$ cat config.mk
export PLATFORM = sky130hd
export DESIGN_NAME = bsd_skid_flat
export DESIGN_NICKNAME = d
export VERILOG_FILES = /design/src/rtl/bsd_pkg.sv /design/src/rtl/bsd_out_if.sv /design/src/rtl/bsd_skid.sv /design/src/flat_wrapper.sv
export SDC_FILE = /design/constraint.sdc
export NUM_CORES = 1
export LEC_CHECK = 0
export ABC_AREA = 1
export BUFFER_PORTS_ARGS = -buffer_cell sky130_fd_sc_hd__buf_2
export CAP_MARGIN = 20
export CORE_MARGIN = 2
export CORE_UTILIZATION = 46
export DETAILED_ROUTE_END_ITERATION = 12
export GPL_TIMING_DRIVEN = 0
export PLACE_DENSITY_LB_ADDON = 0.25
export SLEW_MARGIN = 15
export SYNTH_ARGS = -nofsm -noshare
export SYNTH_HDL_FRONTEND = slang
export SYNTH_SLANG_ARGS = --single-unit
export TNS_END_PERCENT = 5
$ cat constraint.sdc
create_clock -name clk -period 3.5 [get_ports clk]
set_clock_uncertainty 0.15 [all_clocks]
set_input_delay 0.175 -clock clk [delete_from_list [all_inputs] [get_ports clk]]
set_output_delay 0.175 -clock clk [all_outputs]
set_load 0.01 [all_outputs]
$ cat src/rtl/bsd_pkg.sv
`default_nettype none
package bsd_pkg;

  localparam int COORD_W  = 32;
  localparam int HALF_W   = 31;
  localparam int DIFF_W   = COORD_W + 1;
  localparam int Q_W      = COORD_W + 2;
  localparam int COMP_W   = COORD_W - 1;
  localparam int SQ_W     = 2 * COMP_W;
  localparam int SUM_W    = 2 * COORD_W;
  localparam int ROOT_W   = SUM_W / 2;
  localparam int REM_W    = ROOT_W + 2;
  localparam int SQRT_STEPS = ROOT_W;

  localparam logic [COORD_W-1:0] SAT_MAX = {1'b0, {(COORD_W-1){1'b1}}};

  // sideband that rides along the root pipeline
  typedef struct packed {
    logic               in_box;
    logic               big;
    logic [COORD_W-1:0] near;
  } side_t;

endpackage
`default_nettype wire

$ cat src/rtl/bsd_out_if.sv
`default_nettype none
interface bsd_out_if;
  import bsd_pkg::*;

  logic               valid;
  logic               ready;
  logic [COORD_W-1:0] distance;

  modport source (output valid, distance, input ready);
  modport sink (input valid, distance, output ready);
endinterface
`default_nettype wire

$ cat src/rtl/bsd_skid.sv
`default_nettype none
module bsd_skid
  import bsd_pkg::*;
(
  input  wire logic               clk,
  input  wire logic               rst,
  input  wire logic               in_valid,
  input  wire logic [COORD_W-1:0] in_data,
  output logic                    en,
  bsd_out_if.source               result
);

  logic               full;
  logic [COORD_W-1:0] hold_data;

  assign en              = !full;
  assign result.valid    = full || in_valid;
  assign result.distance = full ? hold_data : in_data;

  // park the last stage item when the sink stalls
  always_ff @(posedge clk) begin
    if (rst) begin
      full <= 1'b0;
    end else if (!full && in_valid && !result.ready) begin
      full <= 1'b1;
    end else if (full && result.ready) begin
      full <= 1'b0;
    end
  end

  always_ff @(posedge clk) begin
    if (!full && in_valid && !result.ready) begin
      hold_data <= in_data;
    end
  end

  a_full_shown: assert property (@(posedge clk) disable iff (rst)
    full |-> result.valid && (result.distance == hold_data))
    else $error("parked item not presented");

  a_full_holds: assert property (@(posedge clk) disable iff (rst)
    (full && !result.ready) |=> full && $stable(hold_data))
    else $error("parked item lost under stall");

endmodule
`default_nettype wire

$ cat src/flat_wrapper.sv
// flat-port wrapper written by rule: the top's interface ports become plain ports
module bsd_skid_flat import bsd_pkg::*;
  (clk, rst, in_valid, in_data, en, result_valid, result_distance, result_ready);
  bsd_out_if result_i ();
  input  wire logic clk;
  input  wire logic rst;
  input  wire logic in_valid;
  input  wire logic [COORD_W-1:0] in_data;
  output logic en;
  output wire logic [$bits(result_i.valid)-1:0] result_valid;
  output wire logic [$bits(result_i.distance)-1:0] result_distance;
  input wire logic [$bits(result_i.ready)-1:0] result_ready;
  assign result_valid = result_i.valid;
  assign result_distance = result_i.distance;
  assign result_i.ready = result_ready;
  bsd_skid u_core (.clk(clk), .rst(rst), .in_valid(in_valid), .in_data(in_data), .en(en), .result(result_i));
endmodule
Word level (Yosys, flattened, before mapping)
Cells that the tools add are included.
{"block": "word_totals", "latchBits": 0, "romBits": 0, "regBits": 33, "output_inout_bits": 34, "elab_cells": 12, "inputBits": 36, "mem_bits_rw": 0, "n_memories": 0}
{"block": "op_classes", "n_bitwise": 0, "n_mux": 3, "multipliers": 0, "order_cmp": 0, "shifts": 0, "eq_ne": 0, "div_mod_pow": 0, "reduce_logical": 7, "add_sub_neg": 0}
{"operator": "$mux 32", "n": 1}
{"operator": "$logic_and 1x1->1", "n": 3}
{"operator": "$logic_not 1->1", "n": 2}
{"operator": "$mux 1", "n": 2}
{"operator": "$reduce_bool 2->1", "n": 1}
{"operator": "$logic_or 1x1->1", "n": 1}

Logic depth before layout (Yosys ltp)
{"block": "logic_depth", "word_depth": 4, "depth_mapped": 5, "ltp_nobuf": 3}

Least setup slack after synthesis
Ideal clock, no wire load.
{"block": "synth_timing", "path_kind": "reg-to-reg", "start": "register u_core.full", "end": "register u_core.hold_data[0], enable pin", "arrival_ps": 1905, "path_slack_ps": 1023, "n_path_buf": 1, "synth_period_minus_slack_ps": 2477, "t_required_ps": 2928, "stages_incl_launch_ff": 5, "path_cell_list": "dfxtp_1 -> buf_6 -> inv_8 -> nand2_1 -> nor2_1"}
{"block": "synth_via", "elab_chain_cells": 3}
{"element": "from (decl)", "line_no": "bsd_skid.sv:13", "source": "logic full;"}
{"element": "from (signal assigned)", "line_no": "bsd_skid.sv:23", "source": "full <= 1'b0;"}
{"element": "from (signal assigned)", "line_no": "bsd_skid.sv:25", "source": "full <= 1'b1;"}
{"element": "from (signal assigned)", "line_no": "bsd_skid.sv:27", "source": "full <= 1'b0;"}
{"element": "$logic_not 1->1", "line_no": "bsd_skid.sv:32", "source": "if (!full && in_valid && !result.ready) begin"}
{"element": "$logic_and 1x1->1 (2 in series)", "line_no": "bsd_skid.sv:32"}
{"element": "to (signal assigned)", "line_no": "bsd_skid.sv:33", "source": "hold_data <= in_data;"}
{"element": "to (decl)", "line_no": "bsd_skid.sv:14", "source": "logic [COORD_W-1:0] hold_data;"}
Every way passes these cells.
A chain may end at the register's enable or synchronous reset.

==> impl_metrics.csv <==
group,metric,value,unit
final_layout,nets,293,
final_layout,areaGrowthSynthToFinish,55.6,%
yosys,yosysWarnings,0,
min_path,hp-class,"in2reg",
worst_setup_path,rr_startpoint,"u_core.full",
placed_design,dpl.hpwl,2280,µm
cts,htree_levels,2,
run_status,status,"completed",
worst_setup_path,worstPathMaxFanout,1,
timing,fin_crit_sh,0.569,
global_routing,antenna_found_initial,0,
die,die_height,61.5,µm
pwr,p_leak,1.13,nW
yosys,synth_nets,181,
worst_setup_path,crit_family,"buffers and inverters",
cts,postCtsSetupRepairBufs,0,
timing,setup_viol,0,
timing,tns,0,ns
yosys,ys_async_sr_fraction,0,
yosys,synth_edf_count,32,
final_layout,drive_gt1_frac,0.403,
routing,remaining_drc_errors,0,
global_routing,grt_max_degree,19,
routing,wl_per_cell,12.5,µm
yosys,synth_top_area_frac,0.633,
die,coreArea,0.00310,mm²
timing,fmax,0.502,GHz
timing,hold_viol,0,
cts,cts-root-buf,"clkbuf_4",
cts,clk_pin_slew,0.10,ns
routing,routed_wl,3770,µm
yosys,synth.largest_area_cell,"edfxtp_1",
die,die_w,61.5,µm
final_layout,fill_cells,228,
worst_setup_path,crit_required,3.62,ns
cts,cts_buffers,5,
routing,vias_per_cell,4.53,
yosys,synth_area,0.00152,mm²
worst_setup_path,worstSetupPathDepth,7,
worst_setup_path,crit_path_end,"u_core.full",
worst_setup_path,r2r_setup_slack,1.84,ns
worst_setup_path,worstRegToRegCells,5,
worst_setup_path,cp_common_cell,"dlygate4sd3_1",
global_routing,grt_pass1_wl,5550,µm
yosys,ys.flop_type,"edfxtp_1",
die,start_util,0.490,
placed_design,gp_congestion,0.654,
cts,clk_latency,0.32,ns
final_layout,n_antenna_cell,0,
placed_design,port_buffers,69,
worst_setup_path,startpoint,"rst",
pwr,vdd_drop_max,285,µV
die,pin_count,70,
timing,rsz0062_at_grt,"false",
routing,drt_iter0_markers,33,
yosys,ys_top_cells_by_area,"edfxtp_1 (63%), nand2_1 (20%), nand2_2 (7.8%), buf_12 (2.6%), buf_6 (2.2%)",
worst_setup_path,worst-setup-path-type,"in2reg",
cts,cts_resized,0,
worst_setup_path,critPathMaxStageDelay,0.56,ns
routing,dr.pass1.iters,4,
placed_design,dp.cells,259,
cts,cts_tree,"done",
final_layout,ff_latch_area,981,µm²
final_layout,instances_no_fill,302,
yosys,yosysMostFrequentCell,"nand2_1",
yosys,synthCells,145,
routing,vias,1367,
worst_setup_path,start_kind,"primary input",
run,timing.max_cap.violations,0,
min_path,hp-start,"result_ready",
routing,ant_nets,0,
worst_setup_path,worstPathArrival,2.11,ns
final_layout,multi_input_area,434,µm²
yosys,synth_common_cells,"nand2_1 (79), edfxtp_1 (32), nand2_2 (19)",
timing,finalMaxSlewViolations,0,
timing,fin_crit,1.99,ns
die,rows,20,
pwr,p_per_area,360,mW/mm²
worst_setup_path,crit_buf_inv,5,
cts,clockBufferDepth,2,
yosys,synth_cell_type_count,10,
global_routing,grt_pass1_vias,1301,
die,die-area,0.00378,mm²
worst_setup_path,timing.rr.end,"u_core.hold_data[20]",
timing,relSlewSlack,0.669,
yosys,synth-seq-area-share,0.646,
worst_setup_path,end_kind,"flip-flop",
yosys,synth-seq-cells,33,
cts,clkSinkCount,33,
timing,tightest_slew,0.495,ns
worst_setup_path,path_cells,"dlygate4sd3_1 -> buf_2 -> inv_1 -> nand2_1 -> dlygate4sd3_1 -> nor2_1 -> dlygate4sd3_1",
global_routing,track_usage,0.211,
worst_setup_path,critical_path.slowest_cell,"dlygate4sd3_1",
global_routing,grt-ovfl-total,0,
yosys,avgSynthCellArea,10.5,µm²
-- logic make-up after synthesis --
| family | after synthesis | share of synthesized area |
|---|---|---|
| buf+inv | 11 | 0.0733 |
| flops | 33 | 0.646 |
| simple gates | 101 | 0.281 |
-- state kept, by name, summed over array words and instances, names as in the netlist --
signal,cells
u_core.full,1
u_core.hold_data,32
-- where the power goes --
part	internal (mW)	switching [mW]	total, mW
combinational	0.0877	0.0850	0.173
clock	0.0991	0.121	0.220
sequential	0.453	0.00435	0.457
-- area by class of cell --
type | count | share of cell area
flip-flops and latches | 33 | 0.415
repair buffers | 105 | 0.306
multi-input cells | 101 | 0.184
plain buffers | 7 | 0.0376
clock buffers | 8 | 0.0249
well taps | 44 | 0.0233
inverters | 4 | 0.00953
-- cell usage in the layout (no fill, tap or decap), drive strengths merged --
cell	netlist	layout
nand2	98	98
nor2	3	3
edfxtp	32	32
inv	4	4
dfxtp	1	1
buf	7	77
dlygate4sd3	0	35
clkbuf	0	8
-- timing repair --
item,in CTS,in global routing
hold buffers,35,0
setup endpoints to repair,0,0
endpoints found under the hold margin,33,0
-- worst register-to-register path: stages, from the launching register on --
cell and delay, ns:
dfxtp_1 0.32, buf_6 0.14, inv_8 0.08, nand2_1 0.08, nor2_4 0.40, buf_16 0.22
-- stage by stage --
step	hold WS [ns]	worst slack [ns]	util	instance area, µm²	power, mW
finish	0.102	1.51	0.762	2360	0.850
global route	0.0952	1.48	0.762	2360	0.891
CTS	0.0956	1.56	0.762	2360	0.852
detailed placement	0.220	1.83	0.630	1950	0.607
global placement	0.216	0.506	0.619	1920	0.598
floorplan	0.124	1.02	-	1520	0.538
-- per-layer routing --
metal | global-route usage | up-vias | share of wire
li1 | - | 688 | -
met1 | 0.217 | 627 | 0.37
met2 | 0.394 | 44 | 0.56
met3 | 0.0714 | 8 | 0.051
met4 | 0.0760 | 0 | 0.018
met5 | 0 | - | 0
-- worst min path at each step --
stage | slack (ns) | depth (start not counted) | to
final | 0.10 | 2 | u_core.hold_data[30]
after global routing | 0.1 | 2 | u_core.hold_data[30]
after CTS | 0.1 | 2 | u_core.hold_data[21]
after detailed placement | 0.22 | 1 | u_core.hold_data[18]
after global placement | 0.22 | 1 | u_core.hold_data[29]
after floorplan | 0.12 | 0 | u_core.hold_data[0]
(Power assumes the default switching activity.)
